==> src/rtl/bst_pkg.sv <==
package bst_pkg;

    // Table geometry.
    localparam int CAPACITY    = 32;
    localparam int VALUE_WIDTH = 32;

    // Widths that follow from the geometry.
    localparam int IDX_W = (CAPACITY > 1) ? $clog2(CAPACITY) : 1;
    localparam int CNT_W = $clog2(CAPACITY + 1);

    // Fixed widths of the request and response fields.
    localparam int REQ_TYPE_W = 2;
    localparam int FIELD_W    = 32;
    localparam int FIELD_IDX_W = 5;
    localparam int FIELD_CNT_W = 6;

    // Width used when comparing request indices against the fill level.
    localparam int CMP_W = (CNT_W > FIELD_IDX_W) ? CNT_W : FIELD_IDX_W;

    typedef enum logic [REQ_TYPE_W-1:0] {
        REQ_INSERT = 2'd0,
        REQ_REMOVE = 2'd1,
        REQ_RANGE  = 2'd2
    } req_type_t;

endpackage

==> src/rtl/bst_ifs.sv <==
interface bst_req_if import bst_pkg::*; ();
    logic                         valid;
    logic                         ready;
    logic [REQ_TYPE_W-1:0]        req_type;
    logic signed [FIELD_W-1:0]    value;
    logic [FIELD_IDX_W-1:0]       from_index;
    logic [FIELD_IDX_W-1:0]       to_index;

    modport source (output valid, output req_type, output value, output from_index,
                    output to_index, input ready);
    modport sink   (input valid, input req_type, input value, input from_index,
                    input to_index, output ready);
endinterface

interface bst_rsp_if import bst_pkg::*; ();
    logic                         valid;
    logic                         ready;
    logic                         ok;
    logic signed [FIELD_W-1:0]    data;
    logic                         last;
    logic [FIELD_CNT_W-1:0]       count;

    modport source (output valid, output ok, output data, output last, output count,
                    input ready);
    modport sink   (input valid, input ok, input data, input last, input count,
                    output ready);
endinterface

interface bst_cfg_if ();
    logic valid;
    logic ready;
    logic allow_duplicates;

    modport source (output valid, output allow_duplicates, input ready);
    modport sink   (input valid, input allow_duplicates, output ready);
endinterface

==> src/rtl/bounded_set_table.sv <==
// Bounded set table: an unordered table of up to CAPACITY values held in one
// synchronous single-read, single-write memory. An insert appends at the fill
// level; with duplicates allowed (the reset setting) it needs no search, and its
// response passes through the S_RESP state into the response register. With
// duplicates barred, for an insert into a table that is not full, and for every
// remove, the stored entries are scanned one per cycle; a remove that finds its
// value then moves the last entry into the freed slot. In a range read each
// entry is read from memory only once the one before it has gone on into
// the response register. Each request produces exactly one response with last
// set, except a non-empty range read, which produces one response per entry and
// sets last on the final one. The count field always reports the fill level after
// the request. Requests are taken one at a time; a new request is accepted while
// the previous response still waits in the output register. Configuration is
// taken at any time but should only be changed while the table is idle.
module bounded_set_table
    import bst_pkg::*;
(
    input  logic         clk,
    input  logic         rst_n,
    bst_req_if.sink      req,
    bst_rsp_if.source    rsp,
    bst_cfg_if.sink      cfg
);

    typedef enum logic [2:0] {
        S_IDLE,
        S_SCAN,
        S_MOVE_RD,
        S_MOVE_WR,
        S_RESP,
        S_R_ISSUE,
        S_R_EMIT
    } state_t;

    // Entry storage: one read port with registered data, one write port.
    logic [VALUE_WIDTH-1:0] mem [CAPACITY];
    logic [VALUE_WIDTH-1:0] rdata_reg;
    logic                   mem_rd_en;
    logic [IDX_W-1:0]       mem_rd_addr;
    logic                   mem_wr_en;
    logic [IDX_W-1:0]       mem_wr_addr;
    logic [VALUE_WIDTH-1:0] mem_wr_data;

    state_t                 state_reg,     state_next;
    logic [CNT_W-1:0]       count_reg,     count_next;
    logic                   allow_dup_reg, allow_dup_next;
    logic [VALUE_WIDTH-1:0] val_reg,       val_next;
    logic                   op_remove_reg, op_remove_next;
    logic [CNT_W-1:0]       scan_idx_reg,  scan_idx_next;
    logic                   cmp_vld_reg,   cmp_vld_next;
    logic [IDX_W-1:0]       cmp_idx_reg,   cmp_idx_next;
    logic [IDX_W-1:0]       idx_reg,       idx_next;
    logic [IDX_W-1:0]       hi_reg,        hi_next;
    logic                   resp_ok_reg,   resp_ok_next;

    logic                   out_valid_reg, out_valid_next;
    logic                   out_ok_reg,    out_ok_next;
    logic [FIELD_W-1:0]     out_data_reg,  out_data_next;
    logic                   out_last_reg,  out_last_next;
    logic [CNT_W-1:0]       out_count_reg, out_count_next;

    logic                   out_free;
    logic [CMP_W-1:0]       top_idx;
    logic [CMP_W-1:0]       hi_idx;

    assign req.ready = (state_reg == S_IDLE);
    assign cfg.ready = 1'b1;

    assign rsp.valid = out_valid_reg;
    assign rsp.ok    = out_ok_reg;
    assign rsp.data  = out_data_reg;
    assign rsp.last  = out_last_reg;
    assign rsp.count = FIELD_CNT_W'(out_count_reg);

    // The response register can take a new result when it is empty or draining.
    assign out_free = !out_valid_reg || rsp.ready;

    // Clamped upper bound of a range read; only used when the table is not empty.
    assign top_idx = CMP_W'(count_reg - CNT_W'(1));
    assign hi_idx  = (CMP_W'(req.to_index) > top_idx) ? top_idx : CMP_W'(req.to_index);

    always_comb
    begin
        state_next     = state_reg;
        count_next     = count_reg;
        allow_dup_next = allow_dup_reg;
        val_next       = val_reg;
        op_remove_next = op_remove_reg;
        scan_idx_next  = scan_idx_reg;
        cmp_vld_next   = cmp_vld_reg;
        cmp_idx_next   = cmp_idx_reg;
        idx_next       = idx_reg;
        hi_next        = hi_reg;
        resp_ok_next   = resp_ok_reg;
        out_valid_next = out_valid_reg;
        out_ok_next    = out_ok_reg;
        out_data_next  = out_data_reg;
        out_last_next  = out_last_reg;
        out_count_next = out_count_reg;
        mem_rd_en      = 1'b0;
        mem_rd_addr    = cmp_idx_reg;
        mem_wr_en      = 1'b0;
        mem_wr_addr    = IDX_W'(count_reg);
        mem_wr_data    = val_reg;

        if (cfg.valid)
        begin
            allow_dup_next = cfg.allow_duplicates;
        end

        if (out_valid_reg && rsp.ready)
        begin
            out_valid_next = 1'b0;
        end

        unique case (state_reg)
            S_IDLE:
            begin
                if (req.valid)
                begin
                    val_next       = VALUE_WIDTH'(req.value);
                    op_remove_next = (req.req_type == REQ_REMOVE);
                    scan_idx_next  = '0;
                    cmp_vld_next   = 1'b0;
                    resp_ok_next   = 1'b0;
                    state_next     = S_RESP;
                    case (req.req_type)
                        REQ_INSERT:
                        begin
                            if (count_reg == CNT_W'(CAPACITY))
                            begin
                                resp_ok_next = 1'b0;
                            end
                            else if (allow_dup_reg)
                            begin
                                // No search needed: append straight away.
                                mem_wr_en    = 1'b1;
                                mem_wr_addr  = IDX_W'(count_reg);
                                mem_wr_data  = VALUE_WIDTH'(req.value);
                                count_next   = count_reg + CNT_W'(1);
                                resp_ok_next = 1'b1;
                            end
                            else
                            begin
                                state_next = S_SCAN;
                            end
                        end
                        REQ_REMOVE:
                        begin
                            state_next = S_SCAN;
                        end
                        REQ_RANGE:
                        begin
                            if (count_reg != '0 && CMP_W'(req.from_index) <= hi_idx)
                            begin
                                idx_next   = IDX_W'(req.from_index);
                                hi_next    = IDX_W'(hi_idx);
                                state_next = S_R_ISSUE;
                            end
                        end
                        default:
                        begin
                            resp_ok_next = 1'b0;
                        end
                    endcase
                end
            end

            S_SCAN:
            begin
                // Reads are issued one entry per cycle and each is compared in the following cycle.
                if (cmp_vld_reg && rdata_reg == val_reg)
                begin
                    cmp_vld_next = 1'b0;
                    if (op_remove_reg)
                    begin
                        state_next = S_MOVE_RD;
                    end
                    else
                    begin
                        resp_ok_next = 1'b0;
                        state_next   = S_RESP;
                    end
                end
                else if (scan_idx_reg < count_reg)
                begin
                    mem_rd_en     = 1'b1;
                    mem_rd_addr   = IDX_W'(scan_idx_reg);
                    cmp_vld_next  = 1'b1;
                    cmp_idx_next  = IDX_W'(scan_idx_reg);
                    scan_idx_next = scan_idx_reg + CNT_W'(1);
                end
                else
                begin
                    cmp_vld_next = 1'b0;
                    state_next   = S_RESP;
                    if (op_remove_reg)
                    begin
                        resp_ok_next = 1'b0;
                    end
                    else
                    begin
                        mem_wr_en    = 1'b1;
                        mem_wr_addr  = IDX_W'(count_reg);
                        mem_wr_data  = val_reg;
                        count_next   = count_reg + CNT_W'(1);
                        resp_ok_next = 1'b1;
                    end
                end
            end

            S_MOVE_RD:
            begin
                mem_rd_en   = 1'b1;
                mem_rd_addr = IDX_W'(count_reg - CNT_W'(1));
                state_next  = S_MOVE_WR;
            end

            S_MOVE_WR:
            begin
                // The last entry fills the slot of the removed one.
                mem_wr_en    = 1'b1;
                mem_wr_addr  = cmp_idx_reg;
                mem_wr_data  = rdata_reg;
                count_next   = count_reg - CNT_W'(1);
                resp_ok_next = 1'b1;
                state_next   = S_RESP;
            end

            S_RESP:
            begin
                if (out_free)
                begin
                    out_valid_next = 1'b1;
                    out_ok_next    = resp_ok_reg;
                    out_data_next  = '0;
                    out_last_next  = 1'b1;
                    out_count_next = count_reg;
                    state_next     = S_IDLE;
                end
            end

            S_R_ISSUE:
            begin
                mem_rd_en   = 1'b1;
                mem_rd_addr = idx_reg;
                state_next  = S_R_EMIT;
            end

            S_R_EMIT:
            begin
                if (out_free)
                begin
                    out_valid_next = 1'b1;
                    out_ok_next    = 1'b1;
                    out_data_next  = FIELD_W'(signed'(rdata_reg));
                    out_last_next  = (idx_reg == hi_reg);
                    out_count_next = count_reg;
                    if (idx_reg == hi_reg)
                    begin
                        state_next = S_IDLE;
                    end
                    else
                    begin
                        idx_next   = idx_reg + IDX_W'(1);
                        state_next = S_R_ISSUE;
                    end
                end
            end

            default:
            begin
                state_next = S_IDLE;
            end
        endcase
    end

    always_ff @(posedge clk or negedge rst_n)
    begin
        if (!rst_n)
        begin
            state_reg     <= S_IDLE;
            count_reg     <= '0;
            allow_dup_reg <= 1'b1;
            op_remove_reg <= 1'b0;
            scan_idx_reg  <= '0;
            cmp_vld_reg   <= 1'b0;
            resp_ok_reg   <= 1'b0;
            out_valid_reg <= 1'b0;
            val_reg       <= '0;
            cmp_idx_reg   <= '0;
            idx_reg       <= '0;
            hi_reg        <= '0;
            out_ok_reg    <= 1'b0;
            out_data_reg  <= '0;
            out_last_reg  <= 1'b0;
            out_count_reg <= '0;
        end
        else
        begin
            state_reg     <= state_next;
            count_reg     <= count_next;
            allow_dup_reg <= allow_dup_next;
            op_remove_reg <= op_remove_next;
            scan_idx_reg  <= scan_idx_next;
            cmp_vld_reg   <= cmp_vld_next;
            resp_ok_reg   <= resp_ok_next;
            out_valid_reg <= out_valid_next;
            val_reg       <= val_next;
            cmp_idx_reg   <= cmp_idx_next;
            idx_reg       <= idx_next;
            hi_reg        <= hi_next;
            out_ok_reg    <= out_ok_next;
            out_data_reg  <= out_data_next;
            out_last_reg  <= out_last_next;
            out_count_reg <= out_count_next;
        end
    end

    always_ff @(posedge clk)
    begin
        if (mem_wr_en)
        begin
            mem[mem_wr_addr] <= mem_wr_data;
        end
        if (mem_rd_en)
        begin
            rdata_reg <= mem[mem_rd_addr];
        end
    end

`ifndef SYNTHESIS
    // The fill level never exceeds the capacity.
    a_count_bound: assert property (@(posedge clk) disable iff (!rst_n)
        count_reg <= CNT_W'(CAPACITY))
        else $error("fill level above capacity");

    // The fill level moves by at most one per cycle.
    a_count_step: assert property (@(posedge clk) disable iff (!rst_n)
        count_reg != $past(count_reg) |->
            (count_reg == $past(count_reg) + CNT_W'(1)) ||
            (count_reg == $past(count_reg) - CNT_W'(1)))
        else $error("fill level jumped");

    // A transfer on the request side always starts work away from idle.
    a_req_leaves_idle: assert property (@(posedge clk) disable iff (!rst_n)
        req.valid && req.ready |=> state_reg != S_IDLE)
        else $error("accepted request left no trace");

    // Writes land only inside the occupied region or at the append slot.
    a_write_region: assert property (@(posedge clk) disable iff (!rst_n)
        mem_wr_en |-> (CNT_W'(mem_wr_addr) <= count_reg) &&
                      (count_reg < CNT_W'(CAPACITY) || state_reg == S_MOVE_WR))
        else $error("write outside the table");
`endif

endmodule

==> src/flat_wrapper.sv <==
// flat-port wrapper written by rule: the top's interface ports become plain ports
module bounded_set_table_flat import bst_pkg::*;
  (clk, rst_n, req_valid, req_req_type, req_value, req_from_index, req_to_index, req_ready, rsp_valid, rsp_ok, rsp_data, rsp_last, rsp_count, rsp_ready, cfg_valid, cfg_allow_duplicates, cfg_ready);
  bst_req_if req_i ();
  bst_rsp_if rsp_i ();
  bst_cfg_if cfg_i ();
  input  logic clk;
  input  logic rst_n;
  input wire logic [$bits(req_i.valid)-1:0] req_valid;
  input wire logic [$bits(req_i.req_type)-1:0] req_req_type;
  input wire logic [$bits(req_i.value)-1:0] req_value;
  input wire logic [$bits(req_i.from_index)-1:0] req_from_index;
  input wire logic [$bits(req_i.to_index)-1:0] req_to_index;
  output wire logic [$bits(req_i.ready)-1:0] req_ready;
  output wire logic [$bits(rsp_i.valid)-1:0] rsp_valid;
  output wire logic [$bits(rsp_i.ok)-1:0] rsp_ok;
  output wire logic [$bits(rsp_i.data)-1:0] rsp_data;
  output wire logic [$bits(rsp_i.last)-1:0] rsp_last;
  output wire logic [$bits(rsp_i.count)-1:0] rsp_count;
  input wire logic [$bits(rsp_i.ready)-1:0] rsp_ready;
  input wire logic [$bits(cfg_i.valid)-1:0] cfg_valid;
  input wire logic [$bits(cfg_i.allow_duplicates)-1:0] cfg_allow_duplicates;
  output wire logic [$bits(cfg_i.ready)-1:0] cfg_ready;
  assign req_i.valid = req_valid;
  assign req_i.req_type = req_req_type;
  assign req_i.value = req_value;
  assign req_i.from_index = req_from_index;
  assign req_i.to_index = req_to_index;
  assign req_ready = req_i.ready;
  assign rsp_valid = rsp_i.valid;
  assign rsp_ok = rsp_i.ok;
  assign rsp_data = rsp_i.data;
  assign rsp_last = rsp_i.last;
  assign rsp_count = rsp_i.count;
  assign rsp_i.ready = rsp_ready;
  assign cfg_i.valid = cfg_valid;
  assign cfg_i.allow_duplicates = cfg_allow_duplicates;
  assign cfg_ready = cfg_i.ready;
  bounded_set_table u_core (.clk(clk), .rst_n(rst_n), .req(req_i), .rsp(rsp_i), .cfg(cfg_i));
endmodule
==> config.mk <==
export PLATFORM = sky130hd
export DESIGN_NAME = bounded_set_table_flat
export DESIGN_NICKNAME = d
export VERILOG_FILES = /design/src/rtl/bst_pkg.sv /design/src/rtl/bst_ifs.sv /design/src/rtl/bounded_set_table.sv /design/src/flat_wrapper.sv
export SDC_FILE = /design/constraint.sdc
export NUM_CORES = 2
export LEC_CHECK = 0
export BUFFER_PORTS_ARGS = -buffer_cell sky130_fd_sc_hd__buf_2
export CORE_ASPECT_RATIO = 0.6
export CORE_UTILIZATION = 35
export CTS_CLUSTER_SIZE = 14
export DETAILED_ROUTE_END_ITERATION = 10
export SLEW_MARGIN = 15
export SYNTH_ARGS = -nofsm -noshare
export SYNTH_HDL_FRONTEND = slang
export SYNTH_SLANG_ARGS = --single-unit
==> constraint.sdc <==
create_clock -name clk -period 10.65 [get_ports clk]
set_clock_uncertainty 0.1 [all_clocks]
set_input_delay 3.195 -clock clk [delete_from_list [all_inputs] [get_ports clk]]
set_output_delay 3.195 -clock clk [all_outputs]
set_load 0.02 [all_outputs]
==> results.txt <==
Cells after synthesis: 2967
Fraction of registers with async set/reset: 9.20%
Top_reg_cell synth: edfxtp_1
Post_cts resized: 0
CTS clk-pin slew, worst paths: 0.07 ns
Post-DP HPWL: 78800 um
Setup TNS: 0 ns
# IOs: 93
Relative slew slack: 16.4%
Part of the cycle the worst path needs: 62.2%
Ys Warns: 0
Initial detailed-routing violation count: 3270
Worst hold path class: register to register
Max FFs per register: 1024
R2R setup slack: 4.03 ns
Clock Latency Late Sink: 0.71 ns
I/O Buffers: 91
DRT Wirelength: 126000 um
Die width: 476 um
Commonest non-fill, non-tap cell in the layout: edfxtp_1
Core area: 0.133 mm^2
Worst Path Required: 10.98 ns
Max Cap Violations: 0
Largest Register: u_core.mem
TritonCTS clock tree: built
Worst Tran Pin Value: 1.25 ns
Drc violations: 0
FP Rows: 103
Cts bufs inserted: 98
# Post-CTS Setup Buffers: 0
Fmax: 151 MHz
Syn nets: 3035
Startpoint Class: register
Total power: 0.0172 W
Final hold violation count: 0
Post-synth cell types: 73
Total Routing Usage GR: 18.3%
Final Net Count: 3123
Layout cell share with drive strength beyond 1: 15.7%
Die Span Y: 286 um
Post-CTS Hold Buffers: 0
Max-slew violations: 0
Vias in the first global route: 25.5k
Crit Path Max Fanout: 52
Syn Area/Cell: 15.9 um^2
Clk root buf: clkbuf_16
Global-route wire length before repair: 183000 um
Pwr dens: 324 mW/mm^2
Drt pass-1 iters: 6
Synth Register Bits: 1163
# setup viols final: 0
Gr ovfl total: 0
Final GP Congestion: 0.942
Final std cells w/o fill: 4903
RSZ-0062 raised after global routing: no
Area grow syn2layout: 12.3%
Leakage: 18.0 nW
Final setup margin: 4.03 ns
CTS Buffer Depth: 3
Hold_ws: 0.381 ns
Htree depth: 3
Vias: 27.0k
Placed Cells incl. Taps: 4736
Netlist Area Pre-Place: 0.0472 mm^2
CTS Sinks: 1163
Antenna Nets Post-Route: 0
Highest ir drop seen on vdd: 278 uV
Number of synthesized flops with an enable pin: 1056
Largest net degree at the start of global routing: 102
Final min period: 6.62 ns
CP Class: register to register
Worst Setup Slack post-DPL: 3.64 ns
Outcome: completed
Routed length per instance: 25.8 um
Initial core utilization: 35.6%
Die area: 0.136 mm^2
Initial antenna violation count: 2
Post-synthesis sequential area ratio: 72.9%
Routed vias/inst: 5.51
Worst EP arrival: 6.95 ns
Commonest cells after routing, fill and taps aside: 1056 x edfxtp_1, 292 x mux2i_1, 257 x nand2_1
Worst setup EP type: register
[layer usage]
layer,global-route usage [%],up-vias,routed length (um)
li1,-,11755,-
met1,29.5,14025,61800
met2,24.8,1076,51500
met3,3.95,149,10600
met4,3.98,0,2370
met5,0,-,0
[path summary, 6_finish.rpt]
| kind | from | endpoint | depth (start not counted) |
|---|---|---|---|
| max | u_core.rdata_reg[2]$_DFFE_PP_ | u_core.rdata_reg[22]$_DFFE_PP_ | 10 |
| min reg2reg | u_core.rsp.count[0]$_DFFE_PN0P_ | u_core.rsp.count[0]$_DFFE_PN0P_ | 2 |
| min | u_core.rsp.count[0]$_DFFE_PN0P_ | u_core.rsp.count[0]$_DFFE_PN0P_ | 2 |
| min in group asynchronous | rst_n | u_core.rsp.data[25]$_DFFE_PN0P_ | 1 |
| max reg2reg | u_core.rdata_reg[2]$_DFFE_PP_ | u_core.rdata_reg[22]$_DFFE_PP_ | 10 |
| max in group asynchronous | rst_n | u_core.rsp.data[2]$_DFFE_PN0P_ | 2 |
[report_power, final]
group	leakage [nW]	switching [W]	internal, W
sequential	11.0	0.000387	0.00615
clock	1.40	0.00163	0.00179
combinational	5.63	0.00470	0.00252
[metrics by stage]
step           utilization (%)  area [um^2]
2_1_floorplan                -        47200
3_3_place_gp              37.6        49900
3_5_place_dp              37.7        50000
4_1_cts                   39.9        52900
5_1_grt                   40.0        53000
6_report                  40.0        53000
[logic make-up (layout without fill, tap and decap cells)]
kind of cell / Yosys count / after routing / share of synthesized area [%]
DFF: 1163 / 1163 / 72.9
other: 1 / 2 / 0.00795
buffers and inverters: 238 / 388 / 2.31
adders and majority gates: 18 / 18 / 0.478
AOI/OAI and AO/OA: 464 / 464 / 7.08
xor gates and xnor gates: 47 / 47 / 0.873
and+or+nand+nor: 556 / 556 / 5.65
muxes: 480 / 480 / 10.7
[critical path, cell delays in order (launching register included)]
cell and delay [ns]:
edfxtp_1 0.52, xnor2_1 1.01, nand4_1 0.30, nor4_4 0.41
nand3_1 0.18, a21boi_0 0.48, or2_2 0.95, or3b_2 0.98
o22ai_1 0.21, or4_1 0.58, or4_1 0.58
[cells in the mapped netlist (63+ instances only)]
master	n	area share (%)
mux2i_1	292	6.2
nor2_1	99	0.79
mux2_2	145	3.5
a211oi_1	64	1.0
dfrtp_1	106	5.6
inv_1	63	0.50
a22o_1	63	1.2
nand2_1	258	2.1
o22ai_1	102	1.4
clkbuf_1	101	0.80
edfxtp_1	1056	67
or4_1	64	1.0
[final cells by class]
type	count	area, um^2
tap	1785	2230
clock buffer	136	2700
sequential	1163	34400
fill	11989	79600
multi-input combinational	1566	12100
inverter	64	240
timing repair buffer	162	1190
clock inverter	26	179
antenna	1	2.50
(Power assumes the default switching activity.)
